===== src/design/ppp_pkg.sv =====
package ppp_pkg;

  localparam int FRAC_BITS = 16;
  localparam int PT_W      = 32;
  localparam int SIZE_W    = 16;
  localparam int CLIP_W    = 64 - FRAC_BITS + 2;
  localparam int MS_W      = CLIP_W + SIZE_W;
  localparam int NUM_W     = MS_W + FRAC_BITS;
  localparam int QW        = 41;
  localparam int SX_W      = 48;

  localparam int QDEPTH = 4;
  localparam int QPTR_W = 2;
  localparam int QCNT_W = 3;

  localparam int NUM_REGS  = 8;
  localparam int REG_IDX_W = 3;
  localparam int ADDR_W    = 6;
  localparam int DATA_W    = 64;

  localparam logic [REG_IDX_W-1:0] REG_ROW0_A     = 3'd0;
  localparam logic [REG_IDX_W-1:0] REG_ROW0_B     = 3'd1;
  localparam logic [REG_IDX_W-1:0] REG_ROW1_A     = 3'd2;
  localparam logic [REG_IDX_W-1:0] REG_ROW1_B     = 3'd3;
  localparam logic [REG_IDX_W-1:0] REG_ROW3_A     = 3'd4;
  localparam logic [REG_IDX_W-1:0] REG_ROW3_B     = 3'd5;
  localparam logic [REG_IDX_W-1:0] REG_VP_ORIGIN  = 3'd6;
  localparam logic [REG_IDX_W-1:0] REG_VP_SIZE    = 3'd7;

  localparam int THRESH_INT = ((1 << FRAC_BITS) + 50) / 100;
  localparam logic signed [CLIP_W-1:0] THRESH = CLIP_W'(THRESH_INT);

  typedef struct packed {
    logic signed [PT_W-1:0] point_x;
    logic signed [PT_W-1:0] point_y;
    logic signed [PT_W-1:0] point_z;
  } point_t;

  typedef struct packed {
    logic                   visible;
    logic signed [PT_W-1:0] screen_x;
    logic signed [PT_W-1:0] screen_y;
  } result_t;

  typedef logic [2:0][3:0][PT_W-1:0] mat_t;

  typedef struct packed {
    logic                     vis;
    logic signed [CLIP_W-1:0] cx;
    logic signed [CLIP_W-1:0] cy;
    logic signed [CLIP_W-1:0] w;
  } q_item_t;

endpackage


===== src/design/ppp_queue.sv =====
module ppp_queue (
  input  logic                        clk,
  input  logic                        rst,
  input  logic                        push,
  input  ppp_pkg::q_item_t            push_item,
  input  logic                        pop,
  output ppp_pkg::q_item_t            pop_item,
  output logic                        q_valid,
  output logic [ppp_pkg::QCNT_W-1:0]  count
);

  ppp_pkg::q_item_t             mem [ppp_pkg::QDEPTH];
  logic [ppp_pkg::QPTR_W-1:0]   wr_ptr;
  logic [ppp_pkg::QPTR_W-1:0]   rd_ptr;

  assign q_valid  = count != '0;
  assign pop_item = mem[rd_ptr];

  always_ff @(posedge clk) begin
    if (rst) begin
      wr_ptr <= '0;
      rd_ptr <= '0;
      count  <= '0;
    end else begin
      if (push) begin
        wr_ptr <= wr_ptr + 1'b1;
      end
      if (pop) begin
        rd_ptr <= rd_ptr + 1'b1;
      end
      count <= count + ppp_pkg::QCNT_W'(push) - ppp_pkg::QCNT_W'(pop);
    end
  end

  always_ff @(posedge clk) begin
    if (push) begin
      mem[wr_ptr] <= push_item;
    end
  end

  a_no_overflow: assert property (@(posedge clk) disable iff (rst)
    !(push && !pop && count == ppp_pkg::QCNT_W'(ppp_pkg::QDEPTH)))
    else $error("queue overflow");

  a_no_underflow: assert property (@(posedge clk) disable iff (rst)
    pop |-> q_valid)
    else $error("queue underflow");

  a_count_track: assert property (@(posedge clk) disable iff (rst)
    push && !pop |=> count == $past(count) + 1'b1)
    else $error("queue count lost a request");

endmodule


===== config.mk =====
export PLATFORM = sky130hd
export DESIGN_NAME = ppp_queue
export DESIGN_NICKNAME = d
export VERILOG_FILES = /design/src/design/ppp_pkg.sv /design/src/design/ppp_queue.sv
export SDC_FILE = /design/constraint.sdc
export NUM_CORES = 1
export LEC_CHECK = 0
export BUFFER_PORTS_ARGS = -buffer_cell sky130_fd_sc_hd__buf_2
export CAP_MARGIN = 15
export CORE_AREA = 5 5 197 199
export DETAILED_ROUTE_END_ITERATION = 10
export DIE_AREA = 0 0 202 204
export PLACE_DENSITY = 0.95
export RECOVER_POWER = 50
export SYNTH_ARGS = -nofsm -noshare
export SYNTH_HDL_FRONTEND = slang
export SYNTH_SLANG_ARGS = --single-unit

===== constraint.sdc =====
create_clock -name clk -period 9.4 [get_ports clk]
set_clock_uncertainty 0.2 [all_clocks]
set_input_delay 1.88 -clock clk [delete_from_list [all_inputs] [get_ports clk]]
set_output_delay 1.88 -clock clk [all_outputs]
set_load 0.05 [all_outputs]

After elaboration in Yosys (flattened, before gate mapping)
Memories as Yosys holds them, arrays and structs flattened. A register that Yosys moved wholly into a read port is not among the register bits.
Cells that the tools add are included.

storage, ports and cells
  bits in registers = 7
  RAM bits = 604
  bits of input ports = 155
  word-level logic and storage cells = 13
  memories kept = 1

memory list
  name  words  bits a word  rd ports  clocked after memory_dff  wr ports  RTL line         source
  mem   4      151          1         1                         1         ppp_queue.sv:12  ppp_pkg::q_item_t mem [ppp_pkg::QDEPTH];

cells by class
  add/subtract/negate cells = 4
  muxes and demuxes = 4
  reductions and logical operators = 1

operator list
  cell                                          number
  adder 2 x 1 -> 2 bit (second input constant)  2
  2-to-1 mux 2 bit                              2
  adder 3 x 1 -> 3 bit                          1
  nonzero test 3 bit                            1
  subtractor 3 x 1 -> 3 bit                     1
  2-to-1 mux 1 bit                              2

Longest topological paths before layout
Gate-level depths: netlist (run 1).

  depth in word-level cells = 3
  depth in mapped cells = 7
  mapped depth without buffers = 7

Worst setup path after synthesis (run 1)
OpenSTA, ideal clock, no wires.

  path type = input-to-reg
  start = in push
  end = mem mem[0][0] in the netlist's numbering (enable)
  setup time = 528 ps
  data arrival time = 5326 ps
  required time = 8672 ps
  slack = 3346 ps
  cell stages on the path = 1
  cells stage by stage = and2_1

between the ends
  longest elaborated chain between the ends = 2

ends and longest elaborated chain
  what                                    RTL line         source
  from (decl)                             ppp_queue.sv:4   input logic push,
  2-to-1 mux 1 bit                        ppp_queue.sv:36  if (push) begin
  2-to-1 mux 1 bit (implied by the code)  ppp_queue.sv:37  mem[wr_ptr] <= push_item;
  to (decl)                               ppp_queue.sv:12

Every way passes these cells.

Worst setup path after layout (run 1)
  start = in push
  end = mem mem[3][120] in the netlist's numbering (enable)

The elaborated chain is that of the path after synthesis.

==> results_dict.tcl, run 1 <==
set metrics [dict create \
    run_status "complete, but fails checks" \
    failed_checks "max-capacitance violations, max-slew violations" \
    yosysMostFrequentCell "edfxtp_1" \
    synth_edf_count 604 \
    fin_setup_tns_ns 0 \
    ys_warn_count 0 \
    cts_buffer_depth 3 \
    ctsHtreeMaxLevel 2 \
    core_um2 37000 \
    synth_common_cells "edfxtp_1 (604), mux4_2 (151), buf_2 (17)" \
    rsz0062_at_grt "false" \
    gp_congestion 0.741 \
    synth_seq_cells 613 \
    ys_seq_area_frac 0.825 \
    slew_violations 119 \
    cts_buffers 56 \
    cts.sinks 613 \
    wl_per_cell_um 25.7 \
    wl_um 43400 \
    overflow 0 \
    cap_viol_max_count 4 \
    drc 0 \
    cp.arrival_ns 5.20 \
    post_cts_resized 0 \
    hp-class "reg -> reg" \
    dieWidth_um 202 \
    synth.distinct_cells 19 \
    clk-insertion-delay-late_ns 0.59 \
    drtIter0Drc 705 \
    cp-end-kind "flop" \
    max-slew-margin-rel -0.821 \
    pin_count 310 \
    ir_worst_vdd_uv 202 \
    n_antenna_cell 0 \
    powerDensity_nw_per_um2 244 \
    fillers 2185 \
    rows 71 \
    cts_tree "done" \
    grt_pass1_vias 10900 \
    place_hpwl_um 26000 \
    fin_ws_ns 4.20 \
    tightestPinTransition_ns 2.73 \
    synth_cells 830 \
    post-route-min-period_ns 5.20 \
    first_pass_iters 5 \
    cts_root_buf "clkbuf_16" \
    synth_area_per_cell_um2 26.8 \
    crit_chain "clkbuf_1 > and2_0 > buf_4" \
    finalSetupViolations 0 \
    grt_start_max_net_pins 90 \
    dieArea_um2 41200 \
    critPathMaxFanout 59 \
    critPathRequiredTime_ns 9.41 \
    place_ws_ns 4.99 \
    drive_gt1_frac 0.333 \
    max_freq_mhz 192 \
    hold_viol 0 \
    p_leak_uw 0.00835 \
    async_flop_share 0 \
    netlist_area_um2 22200 \
    synth_flop_cell "edfxtp_1" \
    critPathMaxStageDelay_ns 2.04 \
    slowest_stage "and2_0" \
    crit_type "in -> reg" \
    portBuffers 309 \
    netlist_top_cells_area "edfxtp_1 (82%), mux4_2 (15%), dfxtp_1 (0.81%), buf_6 (0.56%), buf_2 (0.38%)" \
    area_delta_synth_final_pct 16.5 \
    grt_pass1_wl_um 66200 \
    finalCritPeriodShare 0.553 \
    syn_nets 992 \
    grt_use_total 0.214 \
    die_h_um 204 \
    path_clk_slew_ns 0.06 \
    antenna_left 0 \
    start_util 0.599 \
    dr_total_vias 10000 \
    cp-start-kind "primary input" \
    antenna_found_initial 3 \
    avgViaCountPerCell 5.91 \
    cts_setup_buffers 0 \
    num-nets-final 1337 \
    yosysTopAreaCell "edfxtp_1" \
    cts_hold_buffers 0 \
    netlist.area_leader.share 0.817 \
]
[state kept, by name, indices dropped and copies added (netlist names), named ones only]
register,cells
rd_ptr,2
mem,604
count,3
wr_ptr,2
[worst paths after layout]
kind                                              from                      to  slack, ns  depth (start not counted)
worst min-delay path            rd_ptr[0]$_SDFFE_PP0P_  rd_ptr[0]$_SDFFE_PP0P_       0.40                          2
worst max register to register  wr_ptr[0]$_SDFFE_PP0P_   mem[3][120]$_DFFE_PP_       5.24                          3
worst min register to register  rd_ptr[0]$_SDFFE_PP0P_  rd_ptr[0]$_SDFFE_PP0P_       0.40                          2
worst max-delay path                              push   mem[3][120]$_DFFE_PP_       4.20                          3
[kinds of logic after synthesis]
| logic type | share of synthesized area |
|---|---|
| fa+ha+maj | 0.00428 |
| flops | 0.825 |
| simple gates | 0.00316 |
| buf+inv | 0.0114 |
| mux | 0.154 |
| compound gates | 0.000676 |
| xor+xnor | 0.00186 |
[placed cells by master (no fill, tap or decap), types with 2 or more instances in the layout]
cell	netlist	routed
mux4_2	151	151
clkinv_4	0	2
clkinv_1	0	11
ha_1	6	6
nor2b_1	2	2
and2_0	0	4
inv_1	6	6
buf_4	0	11
clkinvlp_4	0	2
dfxtp_4	0	2
dfxtp_1	9	7
clkbuf_1	6	159
clkinv_2	0	14
buf_2	17	156
bufinv_16	0	8
edfxtp_1	604	604
nor2_1	5	5
clkbuf_16	0	57
xnor2_1	2	2
[metrics by stage]
step | util | std cells | hold WS [ns] | power [uW] | instance area (um^2)
6_report | 0.699 | 1692 | 0.398 | 6300 | 25900
5_1_grt | 0.699 | 1692 | 0.446 | 6520 | 25900
4_1_cts | 0.704 | 1692 | 0.397 | 6370 | 26100
3_5_place_dp | 0.654 | 1591 | 0.350 | 4110 | 24200
3_3_place_gp | 0.654 | 1591 | 0.304 | 4080 | 24200
2_1_floorplan | - | 830 | 0.292 | 3890 | 22200
[final cells by class]
| type | instances | area [um^2] | share of cell area |
|---|---|---|---|
| flip-flops and latches | 613 | 18300 | 0.708 |
| well taps | 474 | 593 | 0.0229 |
| clock inverters | 37 | 384 | 0.0148 |
| repair buffers | 321 | 1460 | 0.0563 |
| multi-input cells | 177 | 3630 | 0.140 |
| inverters | 6 | 22.5 | 0.000870 |
| clock buffers | 64 | 1460 | 0.0565 |
[per-layer routing]
metal	vias to the layer above	track usage	routed length, um	share of wire
li1	4279	-	-	-
met1	5189	0.275	15500	0.36
met2	438	0.356	22400	0.52
met3	91	0.0668	4350	0.10
met4	6	0.0688	1160	0.027
met5	-	0	41	0.00094
[power breakdown]
group,total [uW],internal (uW),switching (uW)
clock,2260,1330,930
sequential,3190,3150,41.1
combinational,857,242,615
[worst max-delay path: cells and delay by family]
family | cells | cell delay [ns]
buffers and inverters | 2 | 1.19
and+or+nand+nor | 1 | 2.04
No activity file was read; power rests on OpenSTA's default activity.
==> inputs of run 2 (changes only) <==
CORE_AREA = 5 5 204 206   (was 5 5 197 199)
DIE_AREA = 0 0 209 211   (was 0 0 202 204)
PLACE_DENSITY = 0.9   (was 0.95)
clock period = 4.9 ns   (was 9.4 ns; I/O delays follow)
==> run 2 against run 1 <==
The flow still finishes with violations (max-capacitance violations, max-slew violations); critical endpoint is now mem[0][118]$_DFFE_PP_; first-iteration DRC count increased by 27%; clock-buffer cell count increased by 13; critical path depth unchanged; power increased by 92%; via count increased by 3.0%; core utilization decreased by 3.7 points; highest routed layer unchanged.
==> results_dict.tcl, run 2 (synthesis results as in run 1) <==
set metrics [dict create \
    slowest_stage "and2_0" \
    post_cts_resized 0 \
    critPathMaxFanout 39 \
    cp.arrival_ns 3.92 \
    fin_setup_tns_ns 0 \
    cp-end-kind "flop" \
    clk-insertion-delay-late_ns 0.57 \
    finalCritPeriodShare 0.799 \
    tightestPinTransition_ns 2.44 \
    cts_tree "done" \
    rows 73 \
    grt_start_max_net_pins 134 \
    max_freq_mhz 256 \
    gp_congestion 0.755 \
    dr_total_vias 10300 \
    critPathMaxStageDelay_ns 1.83 \
    critPathRequiredTime_ns 4.91 \
    cts_root_buf "clkbuf_16" \
    wl_um 47300 \
    wl_per_cell_um 27.0 \
    cts_buffers 58 \
    drtIter0Drc 895 \
    top_register "mem" \
    n_antenna_cell 0 \
    overflow 0 \
    powerDensity_nw_per_um2 464 \
    slew_violations 81 \
    ctsHtreeMaxLevel 2 \
    core_um2 39500 \
    antenna_left 0 \
    pin_count 310 \
    grt_pass1_vias 11200 \
    portBuffers 309 \
    path_clk_slew_ns 0.06 \
    start_util 0.563 \
    max-slew-margin-rel -0.625 \
    place_hpwl_um 27400 \
    cp-start-kind "primary input" \
    ir_worst_vdd_uv 420 \
    area_delta_synth_final_pct 17.6 \
    holdWs_ns 0.376 \
    grt_pass1_wl_um 71200 \
    finalSetupViolations 0 \
    rsz0062_at_grt "false" \
    failed_checks "max-capacitance violations, max-slew violations" \
    post-route-min-period_ns 3.91 \
    crit_chain "clkbuf_1 > and2_0 > buf_4" \
    cts_hold_buffers 0 \
    reg.largest.list "mem x604, count x3" \
    hp-class "reg -> reg" \
    drc 0 \
    cts_setup_buffers 0 \
    avgViaCountPerCell 5.87 \
    final_common_cell "edfxtp_1" \
    die_h_um 211 \
    p_leak_uw 0.00839 \
    hold_viol 0 \
    cts.sinks 613 \
    drive_gt1_frac 0.330 \
    first_pass_iters 7 \
    critPathBufInv 2 \
    grt_use_total 0.217 \
    dieArea_um2 44100 \
    cts_buffer_depth 3 \
    cap_viol_max_count 3 \
    mostFrequentLayoutCells "edfxtp_1 (604), clkbuf_1 (170), buf_2 (156), mux4_2 (151), clkbuf_16 (59)" \
    crit_family "simple AND/OR/NAND/NOR gates" \
    largest_reg_flops 604 \
    crit_type "in -> reg" \
    dieWidth_um 209 \
    run_status "complete, but fails checks" \
    num-nets-final 1345 \
    antenna_found_initial 4 \
]
[run 2: cell count changes in the layout (fill, tap and decap cells not counted), sizes merged]
cell | before | now
buf | 168 | 174
bufinv | 8 | 5
clkbuf | 217 | 230
clkinv | 27 | 21
clkinvlp | 2 | 3
inv | 6 | 8
[run 2: stage by stage]
stage	cell area [um^2]	std cells	util	total power (uW)	worst slack, ns
detailed placement	24500	1648	0.620	7920	1.71
finish	26100	1756	0.662	12100	0.987
CTS	26300	1756	0.667	12200	1.04
floorplan	22200	830	-	7450	1.42
global placement	24500	1648	0.620	7860	1.74
global route	26100	1756	0.662	12600	0.743
[run 2: path summary, 6_finish.rpt]
path	start	end	slack, ns	depth (start not counted)
worst max register to register	wr_ptr[0]$_SDFFE_PP0P_	mem[0][118]$_DFFE_PP_	1.17	4
worst min register to register	wr_ptr[1]$_SDFFE_PP0P_	wr_ptr[1]$_SDFFE_PP0P_	0.38	2
worst min-delay path	wr_ptr[1]$_SDFFE_PP0P_	wr_ptr[1]$_SDFFE_PP0P_	0.38	2
worst max-delay path	push	mem[0][118]$_DFFE_PP_	0.99	3
[run 2: worst min-delay path: stages, from the launching register on]
cell     delay (ns)
dfxtp_1        0.35
mux2i_1        0.13
nor2_1         0.05
[run 2: metal layers]
layer / vias to the layer above / GRT usage / wire length (um)
met5: - / 0 / 39
met4: 8 / 0.0641 / 1340
met3: 94 / 0.0621 / 4290
met2: 526 / 0.364 / 24500
met1: 5371 / 0.283 / 17200
li1: 4300 / - / -
[run 2: area by class of cell]
class,instances,area [um^2]
Tap cell,525,657
Inverter,6,22.5
Multi-Input combinational cell,177,3630
Sequential cell,613,18300
Clock inverter,31,290
Timing Repair Buffer,327,1630
Fill cell,2480,13300
Clock buffer,77,1550
[run 2: power by group]
group / switching [uW] / internal (uW)
Sequential: 88.5 / 6030
Combinational: 1200 / 485
Clock: 1830 / 2490
Total: 3120 / 9010
==> inputs of run 3 (changes only) <==
CORE_AREA = 5 5 215 217   (was 5 5 204 206)
DIE_AREA = 0 0 220 222   (was 0 0 209 211)
PLACE_DENSITY = 0.85   (was 0.9)
clock period = 3.2 ns   (was 4.9 ns; I/O delays follow)
==> run 3 against run 2 <==
The flow still finishes with violations (max-capacitance violations, max-slew violations); non-clock buffer count up 40; die area up 11%; register-to-register slack worse by 1.1 ns; hold slack worse by 0.29 ns; power up 53%; setup slack worse by 0.89 ns; design area up 2.1%; largest power group unchanged; highest routed layer unchanged.
==> results_dict.tcl, run 3 (synthesis results as in run 1) <==
set metrics [dict create \
    rsz0062_at_grt "true" \
    dpl.cell_count 1749 \
    holdWs_ns 0.0862 \
    powerDensity_nw_per_um2 697 \
    cap_viol_max_count 1 \
    grt_pass1_vias 11100 \
    seqCellArea_um2 18300 \
    cp.arrival_ns 3.17 \
    grt_start_max_net_pins 65 \
    finalCritPeriodShare 0.969 \
    post-route-min-period_ns 3.10 \
    die_h_um 222 \
    slowest_stage "and2_1" \
    cp-start-kind "flop" \
    cts_buffer_depth 3 \
    clockPowerShare 0.355 \
    cts_root_buf "clkbuf_16" \
    seqPwrFrac 0.502 \
    critPathMaxStageDelay_ns 1.38 \
    first_pass_iters 5 \
    wl_per_cell_um 24.6 \
    drtIter0Drc 859 \
    internal_power_uw 13800 \
    total_power_uw 18600 \
    critPathMaxFanout 27 \
    dr_total_vias 10200 \
    critPathRequiredTime_ns 3.27 \
    cts_tree "done" \
    max_freq_mhz 323 \
    max-slew-margin-rel -0.228 \
    place_ws_ns 0.610 \
    hp-class "in -> reg" \
    combPwrFrac 0.143 \
    num-nets-final 1384 \
    antenna_left 0 \
    gp_congestion 0.710 \
    grt_pass1_wl_um 68300 \
    largest_reg_flops 604 \
    p_sw_uw 4800 \
    antenna_found_initial 4 \
    pin_count 310 \
    dieArea_um2 48800 \
    ctsHtreeMaxLevel 2 \
    portBuffers 309 \
    final_cells 1864 \
    cts_buffers 57 \
    cp-end-kind "flop" \
    failed_checks "max-capacitance violations, max-slew violations" \
    critPathBufInv 2 \
    rows 77 \
    area_delta_synth_final_pct 20.1 \
    fillers 3046 \
    tightestPinTransition_ns 1.84 \
    top_register "mem" \
    clk-insertion-delay-late_ns 0.59 \
    mostFrequentLayoutCells "edfxtp_1 (604), clkbuf_1 (158), buf_2 (158), mux4_2 (151), clkbuf_16 (62)" \
    place_hpwl_um 28300 \
    drive_gt1_frac 0.363 \
    reg2reg_slack_ns 0.10 \
    overflow 0 \
    crit_chain "inv_1 > ha_1 > and2_1 > buf_4" \
    multi_input_area_um2 3630 \
    drc 0 \
    finalSetupViolations 0 \
    reg.largest.list "mem x604, count x3" \
    hold_viol 0 \
    final_common_cell "edfxtp_1" \
    dieWidth_um 220 \
    wl_um 45800 \
    path_clk_slew_ns 0.07 \
    avgViaCountPerCell 5.49 \
    crit_family "simple AND/OR/NAND/NOR gates" \
    run_status "complete, but fails checks" \
    grt_use_total 0.187 \
    ir_worst_vdd_uv 588 \
    p_leak_uw 0.00869 \
    fin_ws_ns 0.101 \
    cts.sinks 613 \
    crit_type "reg -> reg" \
    swShare 0.258 \
    core_um2 43900 \
    slew_violations 26 \
    start_util 0.505 \
]
[run 3: final timing paths]
check | startpoint | to | cells past startpoint
max | wr_ptr[1]$_SDFFE_PP0P_ | mem[1][46]$_DFFE_PP_ | 4
min | push_item[137] | mem[3][137]$_DFFE_PP_ | 1
max reg2reg | wr_ptr[1]$_SDFFE_PP0P_ | mem[1][46]$_DFFE_PP_ | 4
min reg2reg | rd_ptr[1]$_SDFFE_PP0P_ | flop | 2
[run 3: worst reg2reg max path: stages, from the launching register on]
cell and delay (ns):
dfxtp_1 0.37, inv_1 0.14, ha_1 0.17, and2_1 1.38
buf_4 0.51
[run 3: what timing repair did]
action / CTS / global route
setup endpoints to repair: 25 / 8
gates resized for setup: 0 / 2
buffers inserted: 2 / 4
hold buffers: 0 / 0
cloned: 0 / 0
[run 3: cell type report]
cell class | instances | area share
clock buffers | 71 | 0.0606
repair buffers | 367 | 0.0780
inverters | 6 | 0.000845
flip-flops and latches | 613 | 0.687
well taps | 592 | 0.0278
clock inverters | 37 | 0.00910
diodes | 1 | 0.0000939
multi-input cells | 177 | 0.136
[run 3: power by group through the flow]
stage	combinational, uW	sequential (uW)	clock (uW)
after floorplan	1890	9520	0
after global placement	2640	9470	0
after detailed placement	2680	9500	0
after CTS	2710	9340	6740
after global routing	2790	9360	7130
final	2660	9340	6590
[run 3: per-stage QoR]
stage	instance area, um^2	setup TNS, ns	utilization
2_1_floorplan	22200	0	-
3_3_place_gp	24900	0	0.568
3_5_place_dp	24900	0	0.568
4_1_cts	26800	0	0.610
5_1_grt	26700	-0.0157	0.607
6_report	26700	0	0.607
[run 3: routing by layer]
metal / global-route usage / routed length (um) / up-vias
met4: 0.0576 / 1120 / 4
met1: 0.241 / 17200 / 5381
met5: 0 / 31 / -
li1: - / - / 4375
met2: 0.305 / 23300 / 402
met3: 0.0602 / 4100 / 76
